### src/sv/float_add_sub_unpacked_macros.svh
// Assertion macros for the floating-point add/subtract unit.
`ifndef FLOAT_ADD_SUB_UNPACKED_MACROS_SVH
`define FLOAT_ADD_SUB_UNPACKED_MACROS_SVH
`ifndef ASSERT_OFF
`define FAS_ASSERT_IMPL(label, clk, rst_n, prop) \
    label: assert property (@(posedge clk) disable iff (!rst_n) prop) \
        else $error("assertion failed");
`define FAS_ASSERT_NOW(label, clk, rst_n, cond) \
    label: assert property (@(posedge clk) disable iff (!rst_n) (cond)) \
        else $error("assertion failed");
`else
`define FAS_ASSERT_IMPL(label, clk, rst_n, prop)
`define FAS_ASSERT_NOW(label, clk, rst_n, cond)
`endif
`endif

### src/sv/fas_pkg.sv
// Shared types and constants for the floating-point add/subtract unit.
`default_nettype none
package fas_pkg;
    localparam int MANT_BITS = 24;
    localparam int EXP_BITS  = 8;
    localparam int GRS       = 3;
    localparam int SUM_BITS  = MANT_BITS + GRS + 1;
    localparam int EXT_BITS  = EXP_BITS + 2;
    localparam int LZ_BITS   = $clog2(SUM_BITS + 1);
    localparam int IN_BITS   = 2 * (1 + EXP_BITS + MANT_BITS) + 1;
    localparam int OUT_BITS  = 1 + EXP_BITS + MANT_BITS + 2;
    localparam logic [1:0] FLAG_NORMAL    = 2'd0;
    localparam logic [1:0] FLAG_OVERFLOW  = 2'd1;
    localparam logic [1:0] FLAG_UNDERFLOW = 2'd2;

    // Operand after input normalization; exponent is signed and widened.
    typedef struct packed {
        logic                        zero;
        logic                        sign;
        logic signed [EXT_BITS-1:0]  expo;
        logic [MANT_BITS-1:0]        mant;
    } operand_t;

    // Leading-zero count of a vector of SUM_BITS bits.
    function automatic logic [LZ_BITS-1:0] lzc(input logic [SUM_BITS-1:0] v);
        logic [LZ_BITS-1:0] n;
        logic               found;
        n = LZ_BITS'(SUM_BITS);
        found = 1'b0;
        for (int i = SUM_BITS - 1; i >= 0; i--) begin
            if (v[i] && !found) begin
                n = LZ_BITS'(SUM_BITS - 1 - i);
                found = 1'b1;
            end
        end
        return n;
    endfunction
endpackage
`default_nettype wire

### src/sv/fas_norm_in.sv
// Input operand normalization: zero detect and leading-one shift.
`default_nettype none
module fas_norm_in
    import fas_pkg::*;
(
    input  wire logic                 sign,
    input  wire logic [EXP_BITS-1:0]  expo,
    input  wire logic [MANT_BITS-1:0] mant,
    output operand_t                  op
);
    logic [SUM_BITS-1:0] ext;
    logic [LZ_BITS-1:0]  lz;

    // Count leading zeros inside the significand field only.
    always_comb
    begin
        ext = {mant, {(SUM_BITS - MANT_BITS){1'b0}}};
        lz = lzc(ext);
        op.zero = (expo == '0) || (mant == '0);
        op.sign = sign;
        op.mant = MANT_BITS'(mant << lz);
        op.expo = $signed({2'b00, expo}) - $signed({{(EXT_BITS - LZ_BITS){1'b0}}, lz});
    end
endmodule
`default_nettype wire

### src/sv/float_add_sub_unpacked.sv
// Top level of the pipelined floating-point add/subtract unit.
//  channel | dir | handshake          | content
//  s_axis  | in  | tvalid/tready      | tdata: operands and request type
//  m_axis  | out | tvalid/tready      | tdata: result and range flag
// Four register stages: normalize/swap, align, add, normalize/round.
// One word enters every clock while the output is not stalled.
// Reset clears only the stage valid bits.
// A stall at the output holds each full stage with only full stages after it; other stages still move.
`default_nettype none
`include "float_add_sub_unpacked_macros.svh"
module float_add_sub_unpacked
    import fas_pkg::*;
(
    input  wire logic                  clk,
    input  wire logic                  rst_n,
    input  wire logic                  s_axis_tvalid,
    output logic                       s_axis_tready,
    // req_type, a_sign, a_exp, a_mant, b_sign, b_exp, b_mant, zero fill
    input  wire logic [((IN_BITS+7)/8)*8-1:0] s_axis_tdata,
    output logic                       m_axis_tvalid,
    input  wire logic                  m_axis_tready,
    // r_sign, r_exp, r_mant, range_flag, zero fill
    output logic [((OUT_BITS+7)/8)*8-1:0] m_axis_tdata
);
    localparam int PA = 1;
    localparam int PB = PA + 1 + EXP_BITS + MANT_BITS;

    operand_t opa, opb;
    logic [3:0] v_reg;
    logic [3:0] adv;

    // Stall chain: a stage moves when it is empty or the next moves.
    always_comb
    begin
        adv[3] = !v_reg[3] || m_axis_tready;
        adv[2] = !v_reg[2] || adv[3];
        adv[1] = !v_reg[1] || adv[2];
        adv[0] = !v_reg[0] || adv[1];
    end
    assign s_axis_tready = adv[0];

    always_ff @(posedge clk or negedge rst_n)
    begin
        if (!rst_n)
            v_reg <= '0;
        else
        begin
            if (adv[0]) v_reg[0] <= s_axis_tvalid;
            if (adv[1]) v_reg[1] <= v_reg[0];
            if (adv[2]) v_reg[2] <= v_reg[1];
            if (adv[3]) v_reg[3] <= v_reg[2];
        end
    end

    fas_norm_in u_na (
        .sign (s_axis_tdata[PA]),
        .expo (s_axis_tdata[PA+1 +: EXP_BITS]),
        .mant (s_axis_tdata[PA+1+EXP_BITS +: MANT_BITS]),
        .op   (opa)
    );
    fas_norm_in u_nb (
        .sign (s_axis_tdata[PB] ^ s_axis_tdata[0]),
        .expo (s_axis_tdata[PB+1 +: EXP_BITS]),
        .mant (s_axis_tdata[PB+1+EXP_BITS +: MANT_BITS]),
        .op   (opb)
    );

    // Stage 1: order the operands by magnitude.
    operand_t big_reg, sml_reg;
    logic     bothz_reg;
    logic     a_first;
    always_comb
    begin
        a_first = opb.zero || (!opa.zero && (opa.expo > opb.expo ||
                  (opa.expo == opb.expo && opa.mant >= opb.mant)));
    end
    always_ff @(posedge clk)
    begin
        if (adv[0])
        begin
            bothz_reg <= opa.zero && opb.zero;
            big_reg   <= a_first ? opa : opb;
            sml_reg   <= a_first ? opb : opa;
        end
    end

    // Stage 2: align the smaller significand with a sticky bit.
    localparam int XW = MANT_BITS + GRS;
    logic [XW-1:0]         x1_reg, x2_reg;
    logic                  s1_reg, eff_sub_reg, bothz2_reg;
    logic signed [EXT_BITS-1:0] e1_reg;
    logic [EXT_BITS-1:0]   shift_amt;
    logic [XW-1:0]         full, x2n, lost;
    always_comb
    begin
        shift_amt = EXT_BITS'(big_reg.expo - sml_reg.expo);
        full = {sml_reg.mant, {GRS{1'b0}}};
        lost = '0;
        if (sml_reg.zero)
            x2n = '0;
        else if (shift_amt >= EXT_BITS'(XW))
            x2n = XW'(1);
        else
        begin
            lost = full & ((XW'(1) << shift_amt) - XW'(1));
            x2n  = (full >> shift_amt) | XW'(lost != '0);
        end
    end
    always_ff @(posedge clk)
    begin
        if (adv[1])
        begin
            x1_reg      <= {big_reg.mant, {GRS{1'b0}}};
            x2_reg      <= x2n;
            s1_reg      <= big_reg.sign;
            eff_sub_reg <= big_reg.sign != sml_reg.sign;
            e1_reg      <= big_reg.expo;
            bothz2_reg  <= bothz_reg;
        end
    end

    // Stage 3: add or subtract.
    logic [SUM_BITS-1:0]        sum_reg;
    logic                       s3_reg, bothz3_reg;
    logic signed [EXT_BITS-1:0] e3_reg;
    always_ff @(posedge clk)
    begin
        if (adv[2])
        begin
            sum_reg    <= eff_sub_reg ? {1'b0, x1_reg} - {1'b0, x2_reg}
                                      : {1'b0, x1_reg} + {1'b0, x2_reg};
            s3_reg     <= s1_reg;
            e3_reg     <= e1_reg;
            bothz3_reg <= bothz2_reg;
        end
    end

    // Stage 4: normalize, round to nearest even, range check.
    logic [LZ_BITS-1:0]         lz;
    logic [SUM_BITS-1:0]        sh;
    logic [MANT_BITS:0]         q;
    logic signed [EXT_BITS-1:0] e4;
    logic [2:0]                 low;
    logic [OUT_BITS-1:0]        res;
    logic [((OUT_BITS+7)/8)*8-1:0] out_reg;
    always_comb
    begin
        lz = lzc(sum_reg);
        e4 = e3_reg;
        if (sum_reg[SUM_BITS-1])
        begin
            sh = {1'b0, sum_reg[SUM_BITS-1:2], sum_reg[1] | sum_reg[0]};
            e4 = e3_reg + EXT_BITS'(1);
        end
        else
        begin
            sh = sum_reg << (lz - LZ_BITS'(1));
            e4 = e3_reg - $signed({{(EXT_BITS-LZ_BITS){1'b0}}, lz}) + EXT_BITS'(1);
        end
        low = sh[2:0];
        q   = {1'b0, sh[SUM_BITS-2:GRS]};
        if (low > 3'd4 || (low == 3'd4 && q[0]))
            q = q + (MANT_BITS+1)'(1);
        if (q[MANT_BITS])
        begin
            q  = q >> 1;
            e4 = e4 + EXT_BITS'(1);
        end
        if (bothz3_reg || sum_reg == '0)
            res = {FLAG_NORMAL, {MANT_BITS{1'b0}}, {EXP_BITS{1'b0}}, 1'b0};
        else if (e4 > $signed(EXT_BITS'({EXP_BITS{1'b1}})))
            res = {FLAG_OVERFLOW, {MANT_BITS{1'b1}}, {EXP_BITS{1'b1}}, s3_reg};
        else if (e4 < $signed(EXT_BITS'(1)))
            res = {FLAG_UNDERFLOW, {MANT_BITS{1'b0}}, {EXP_BITS{1'b0}}, 1'b0};
        else
            res = {FLAG_NORMAL, q[MANT_BITS-1:0], e4[EXP_BITS-1:0], s3_reg};
    end
    always_ff @(posedge clk)
    begin
        if (adv[3])
            out_reg <= {{(((OUT_BITS+7)/8)*8-OUT_BITS){1'b0}}, res};
    end
    assign m_axis_tvalid = v_reg[3];
    assign m_axis_tdata  = out_reg;

    // A normal result with a nonzero exponent carries its leading one.
    `FAS_ASSERT_NOW(a_lead_one, clk, rst_n, !m_axis_tvalid || m_axis_tdata[OUT_BITS-1 -: 2] != FLAG_NORMAL || m_axis_tdata[1+EXP_BITS+MANT_BITS-1] || m_axis_tdata[1 +: EXP_BITS] == '0)
    // A held output keeps its word.
    `FAS_ASSERT_IMPL(a_hold, clk, rst_n, m_axis_tvalid && !m_axis_tready |=> $stable(m_axis_tdata))
    // An underflow result is zero; this check covers its exponent and significand.
    `FAS_ASSERT_NOW(a_uflow, clk, rst_n, !m_axis_tvalid || m_axis_tdata[OUT_BITS-1 -: 2] != FLAG_UNDERFLOW || m_axis_tdata[1 +: EXP_BITS+MANT_BITS] == '0)
endmodule
`default_nettype wire
### config.mk
export PLATFORM = sky130hd
export DESIGN_NAME = float_add_sub_unpacked
export DESIGN_NICKNAME = d
export VERILOG_FILES = /design/src/sv/fas_pkg.sv /design/src/sv/fas_norm_in.sv /design/src/sv/float_add_sub_unpacked.sv
export VERILOG_INCLUDE_DIRS = /design/src /design/src/sv
export SDC_FILE = /design/constraint.sdc
export NUM_CORES = 1
export LEC_CHECK = 0
export BUFFER_PORTS_ARGS = -buffer_cell sky130_fd_sc_hd__buf_4
export CORE_UTILIZATION = 30
export CTS_BUF_LIST = sky130_fd_sc_hd__clkbuf_4
export CTS_CLUSTER_SIZE = 25
export DETAILED_ROUTE_END_ITERATION = 6
export PLACE_DENSITY = 0.59
export SLEW_MARGIN = 0
export SYNTH_ARGS = -nofsm -noshare
export SYNTH_HDL_FRONTEND = slang
export SYNTH_SLANG_ARGS = --single-unit
### constraint.sdc
create_clock -name clk -period 6.98 [get_ports clk]
set_input_delay 1.047 -clock clk [delete_from_list [all_inputs] [get_ports clk]]
set_output_delay 1.047 -clock clk [all_outputs]
set_load 0.005 [all_outputs]
Word level (Yosys, flattened, before mapping)
Cells that the tools add are included.
- register bits after elaboration: 215
- input port bits: 76
- output and inout bits: 42
- word-level logic and storage cells: 388
- add/sub/neg operators: 12
- $lt $le $gt $ge: 6
- eq/ne operators: 3
- shifts and indexed selects: 5
- mux-type cells: 160
- bitwise gates (word level): 4
- reductions and logical operators: 173
- operators with widths (cell ; count):
    2-to-1 mux 5 bit ; 76
    zero test 1 bit ; 78
    logical AND 1 bit ; 77
    2-to-1 mux 1 bit ; 74
    2-to-1 mux 35 bit ; 2
    zero test 24 bit ; 2
    << shifter 24 x 5 -> 24 bit ; 2
    2-to-1 mux 36 bit ; 1
    2-to-1 mux 34 bit ; 1
    adder 10 x 2 -> 10 bit, second input constant ; 3
    adder 27 x 27 -> 28 bit ; 1
    zero test 28 bit ; 1
    2-to-1 mux 28 bit ; 1
    << shifter 28 x 5 -> 27 bit ; 1
    subtractor 27 x 27 -> 28 bit ; 1
    AND 27 bit ; 1
    2-to-1 mux 27 bit ; 1
    bitwise OR 27 x 1 -> 27 bit ; 1
    nonzero test 27 bit ; 1
    << shifter 1 x 10 -> 27 bit, first input constant ; 1
    right shift 27 x 10 -> 27 bit ; 1
    subtractor 27 x 1 -> 27 bit, second input constant ; 1
    adder 24 x 1 -> 25 bit, second input constant ; 1
    2-to-1 mux 25 bit ; 1
    20 further kinds ; 33

Logic depth before layout (Yosys ltp)
- word-level depth: 93
- gate-level depth with buffers: 33
- gate-level depth less buffers: 30

Cells and area by module
Synthesis repeated with hierarchy kept, for this count alone.
- cell total of the unflattened synthesis: 2215
- area total of the unflattened synthesis: 20547.2 um2
- modules (own cells, without submodules) (module ; times used ; cells an instance ; area each (um2) ; seq. area each (um2)):
    float_add_sub_unpacked ; 1 ; 1723 ; 17025.1 ; 6436.2
    fas_norm_in (u_nb) ; 1 ; 261 ; 1856.8 ; 0.0
    fas_norm_in (u_na) ; 1 ; 231 ; 1665.3 ; 0.0

Least setup slack after synthesis
OpenSTA, ideal clock, no wires.
- path type: input -> register
- start point: input s_axis_tdata[64]
- end point: register sml_reg (netlist bit full[12]) (data pin)
- setup time: 260 ps
- data arrival time: 7159 ps
- required time: 6720 ps
- path slack: -439 ps
- stages on the path: 27
- path buffers: 3
- cells stage by stage: nor4_1 -> nand3_1 -> nor3_1 -> nand2_1 -> nor3_1 -> o21ai_0 -> a31oi_1 -> a21o_1 -> buf_2 -> clkbuf_1 -> nand2_1 -> mux2i_1 -> nand3_1 -> ha_1 -> a21o_1 -> a21o_1 -> a21oi_1 -> nor2b_1 -> o21ai_0 -> a2111oi_0 -> o31ai_1 -> a21o_1 -> a2111oi_0 -> a21o_1 -> a211o_1 -> clkbuf_1 -> mux2_2
- cells in the longest elaborated chain, start to end: 72
- elaborated cells on any way between the ends: 98
- those cells by class: add/sub (1); order compare (2); eq/ne (1); shift (1); mux (44); reduce/logical (49)
- RTL lines (element ; RTL line ; RTL):
    from (decl) ; float_add_sub_unpacked.sv:19 ; input wire logic [((IN_BITS+7)/8)*8-1:0] s_axis_tdata,
    logical AND 1 bit ; fas_pkg.sv:31 ; if (v[i] && !found) begin
    2-to-1 mux 1 bit ; fas_pkg.sv:31 ;
    zero test 1 bit ; fas_pkg.sv:31 ;
    logical AND 1 bit ; fas_pkg.sv:31 ;
    2-to-1 mux 1 bit ; fas_pkg.sv:31 ;
    zero test 1 bit ; fas_pkg.sv:31 ;
    logical AND 1 bit ; fas_pkg.sv:31 ;
    2-to-1 mux 1 bit ; fas_pkg.sv:31 ;
    (+56 left out) ; -- ;
    2-to-1 mux 5 bit ; fas_pkg.sv:31 ;
    << shifter 24 x 5 -> 24 bit or subtractor 8 x 5 -> 9 bit (tied branches) ; fas_norm_in.sv:21, fas_norm_in.sv:22 ;
    >= comparator 24 bit or equality test 10 bit (tied branches) ; float_add_sub_unpacked.sv:75 ; (opa.expo == opb.expo && opa.mant >= opb.mant)));
    logical AND 1 bit ; float_add_sub_unpacked.sv:75 ;
    logical OR 1 bit ; float_add_sub_unpacked.sv:74 ; a_first = opb.zero || (!opa.zero && (opa.expo > opb.expo ||
    logical AND 1 bit ; float_add_sub_unpacked.sv:74 ;
    logical OR 1 bit ; float_add_sub_unpacked.sv:74 ;
    2-to-1 mux 36 bit (*) ; float_add_sub_unpacked.sv:83 ; sml_reg <= a_first ? opb : opa;
    to (signal assigned) ; float_add_sub_unpacked.sv:83 ;
    to (decl) ; float_add_sub_unpacked.sv:69 ; operand_t big_reg, sml_reg;
Mark *: on every way between the ends. The rest lies on a longest branch, timed or not.
A chain may end at the register's enable or synchronous reset.

Worst setup path in the final report
- start point: register sum_reg[27]
- end point: register out_reg[30] (netlist: m_axis_tdata[30]) (data pin)
- cells in the longest elaborated chain, start to end: 93
- elaborated cells on any way between the ends: 130
- those cells by class: add/sub (5); order compare (3); eq/ne (1); shift (1); mux (62); reduce/logical (58)
- RTL lines (element ; RTL line ; RTL):
    from (decl) ; float_add_sub_unpacked.sv:123 ; logic [SUM_BITS-1:0] sum_reg;
    from (signal assigned) ; float_add_sub_unpacked.sv:130 ; sum_reg <= eff_sub_reg ? {1'b0, x1_reg} - {1'b0, x2_reg}
    parallel branches: the longest is 93 deep, another holds 2-to-1 mux 1 bit ; -- ;
    to (signal assigned) ; float_add_sub_unpacked.sv:181 ; out_reg <= {{(((OUT_BITS+7)/8)*8-OUT_BITS){1'b0}}, res};
    to (decl) ; float_add_sub_unpacked.sv:145 ; logic [((OUT_BITS+7)/8)*8-1:0] out_reg;
Parallel ways; which one is timed is not known.

==> impl_metrics.env <==
export IMPL_status="complete, but fails checks"
export IMPL_violations="DRC"
export IMPL_arrival_ns=7.22
export IMPL_instances_no_fill=3412
export IMPL_mostFrequentLayoutCells="buf_4 (296), nor2_1 (215), edfxtp_1 (207)"
export IMPL_grt_antenna_before_repair=2
export IMPL_hpwlAfterDp_um=49100
export IMPL_endpoint_kind="flop"
export IMPL_viasPerCell=5.46
export IMPL_ys_warn_count=0
export IMPL_ys_flop_type="edfxtp_1"
export IMPL_setup_violations=0
export IMPL_insertion_delay_ns=0.78
export IMPL_grt_pass1_vias=18200
export IMPL_holdCritPathClass="reg -> reg"
export IMPL_cp_cell_sequence="or4_1, or4_4, nor3_1, buf_4, nor2_4, inv_2, ha_2, buf_12, nand2_1, a211oi_1, a211oi_1, a211oi_1, nor2_1, a2111oi_4, o2111ai_1, nor4_1, buf_4, nand4_1, xor2_1, a21oi_4, buf_12, a211oi_1"
export IMPL_clockBufferDepth=3
export IMPL_layout_commonest_cell="buf_4"
export IMPL_htree_num_levels=2
export IMPL_ys_ff_latch=211
export IMPL_leakagePower_nw=9.70
export IMPL_synth_top_family_by_area="compound AO/OA/AOI/OAI gates"
export IMPL_min_period_over_period_pct=95.4
export IMPL_max_freq_mhz=150
export IMPL_slew_violations=0
export IMPL_wire_per_inst_um=18.1
export IMPL_first_pass_iters=7
export IMPL_drtIter0Drc=1468
export IMPL_routabilityCongestion=0.977
export IMPL_die_height_um=261
export IMPL_drive_gt1_share_pct=21.0
export IMPL_tightest_slew_ns=1.10
export IMPL_synthXorXnorAreaFrac_pct=3.70
export IMPL_grt_max_degree=73
export IMPL_largest_reg_flops=35
export IMPL_synth_compound_area_share_pct=20.5
export IMPL_finalCriticalPeriod_ns=6.66
export IMPL_io_pins=118
export IMPL_path_clk_slew_ns=0.07
export IMPL_synth_cell_type_count=94
export IMPL_synth_edff_count=207
export IMPL_max_stage_delay_ns=0.66
export IMPL_critPathLaunchType="flop"
export IMPL_dieWidth_um=261
export IMPL_start_util_pct=30.5
export IMPL_finalWorstSetupSlack_ns=0.321
export IMPL_synth_fa_ha_area_share_pct=7.89
export IMPL_rsz0062_at_grt="false"
export IMPL_die_area_sq_um=68200
export IMPL_overflow=0
export IMPL_worst_path_max_fanout=34
export IMPL_cap_violations=0
export IMPL_rows=94
export IMPL_num_vias=18600
export IMPL_vdd_ir_drop_max_mv=0.254
export IMPL_dpl_cell_count=3313
export IMPL_avgSynthCellArea_sq_um=8.87
export IMPL_clock_skew_ns=0.0724
export IMPL_cts_root_buffer="clkbuf_4"
export IMPL_core_area_sq_um=66100
export IMPL_ant_nets=0
export IMPL_cts_made_buffers=54
export IMPL_cpMaxStageDelayCell="or4_1"
export IMPL_async_flop_share_pct=1.90
export IMPL_crit_top_cell="a211oi_1"
export IMPL_synth_simple_area_share_pct=18.1
export IMPL_synth_area_mux_share_pct=12.9
export IMPL_nNetsFinal=2706
export IMPL_drc=3
export IMPL_final_hold_viol_count=0
export IMPL_dp_slack_ns=-0.270
export IMPL_routed_wl_um=61700
export IMPL_area_growth_pct=18.2
export IMPL_cts_tree="built"
export IMPL_synth_area_sq_um=20100
export IMPL_power_density_nw_per_um2=450
export IMPL_seq_area_frac_synth_pct=31.4
export IMPL_relSlewSlack_pct=26.9
export IMPL_clock_sinks=211
export IMPL_worst_ep_required_time_ns=7.54
export IMPL_io_buffers=107
export IMPL_grtUsageTotal_pct=17.7
export IMPL_critPathKind="reg -> reg"
export IMPL_grt_first_pass_wirelength_um=97500
export IMPL_hold_ws_ns=0.407
export IMPL_synthCells=2270
-- where the power goes --
part           internal [mW]  switching [mW]
registers               1.96           0.298
logic                   2.92            4.50
clock network          0.529           0.514
-- synth_stat cells (7+ instances only) --
cell         n  share of area [%]
buf_4       11               0.41
ha_1       119                7.4
o21bai_1    14               0.52
a311oi_1     8               0.35
and2_1      25               0.78
edfxtp_1   207                 31
clkbuf_1    85                1.6
a211o_1     10               0.43
o21ai_1      9               0.22
nand2_1    171                3.2
o22ai_1     21               0.65
nor2b_1     38                1.2
nor3_1      71                1.8
a21oi_1    147                3.7
xor2_1      39                1.7
o221ai_1     8               0.35
nor4_1      20               0.62
mux2_2      55                3.1
nand3_1     66                1.6
mux2i_1    137                6.8
inv_1      142                2.6
or2_2       19               0.59
a31oi_1     19               0.59
o31ai_1     15               0.56
buf_2       18               0.45
nor2_1     215                4.0
a2111oi_0   12               0.52
o211a_1      7               0.35
o21ai_0    115                2.9
a211oi_1    49                1.8
nand2b_1    32               0.99
mux4_2      27                3.0
nand4_1     24               0.75
nor3b_1      7               0.26
a21o_1      34                1.3
a32oi_1      7               0.30
a22oi_1     17               0.63
o21a_1       8               0.30
and3_1      14               0.43
o211ai_1    18               0.67
buf_1       10               0.19
xnor2_1     46                2.0
a221oi_1    10               0.43
or3_1       19               0.59
-- cells by family (layout without fill, tap and decap cells) --
| kind of cell | Yosys count | after routing |
|---|---|---|
| xor+xnor | 85 | 85 |
| other cells | 1 | 7 |
| mux | 219 | 219 |
| fa+ha+maj | 124 | 124 |
| flops | 211 | 211 |
| simple gates | 748 | 748 |
| compound gates | 606 | 606 |
| buf+inv | 276 | 548 |
-- critical path, delay by kind of cell, from the launching register on --
kind	cells	cell delay (ns)
AND/OR/NAND/NOR	8	2.38
flip-flops	1	0.42
XOR/XNOR	1	0.25
adder cells (fa/ha/maj)	1	0.33
buffers and inverters	5	0.91
AO/OA/AOI/OAI	7	2.09
-- what timing repair did --
action / CTS / global route
endpoints found under the hold margin: 4 / 0
setup endpoints to repair: 0 / 57
hold buffers: 1 / 0
setup buffers: 0 / 0
gates resized for setup: 0 / 8
-- per-layer routing --
layer | up-vias | wire length [um] | GRT usage (%)
met5 | - | 0 | 0
met4 | 0 | 2580 | 7.62
met3 | 158 | 3080 | 2.05
met2 | 660 | 30300 | 31.4
met1 | 8821 | 25700 | 21.5
li1 | 8991 | - | -
-- through the flow --
stage	cell area [sq um]	utilization, %	TNS, ns	power, mW
detailed placement	23100	34.9	-13.35	9.54
global route	23800	36.0	0	11.5
global placement	23100	34.9	-5.48	9.48
CTS	23800	35.9	0	10.6
finish	23800	36.0	0	10.7
floorplan	20200	-	0	7.26
-- final timing paths --
kind	from	to	slack (ns)	cells after the start
min in group asynchronous	rst_n	v_reg[0]$_DFFE_PN0P_	0.59	2
worst max register to register	sum_reg[27]$_DFFE_PP_	m_axis_tdata[30]$_SDFFCE_PP0P_	0.32	22
max in group asynchronous	rst_n	v_reg[3]$_DFFE_PN0P_	6.29	2
worst max-delay path	sum_reg[27]$_DFFE_PP_	m_axis_tdata[30]$_SDFFCE_PP0P_	0.32	22
worst min-delay path	e1_reg[2]$_DFFE_PP_	e3_reg[2]$_DFFE_PP_	0.41	0
worst min register to register	e1_reg[2]$_DFFE_PP_	e3_reg[2]$_DFFE_PP_	0.41	0
-- layout make-up --
class	count	area (sq um)
inverter	150	563
clock inverter	23	139
timing repair buffer	302	2330
fill	6850	42300
antenna	2	5.00
clock buffer	73	548
multi-input combinational	1787	12800
sequential	211	6320
tap	864	1080
Note: power is estimated with default switching activity, not from simulation.
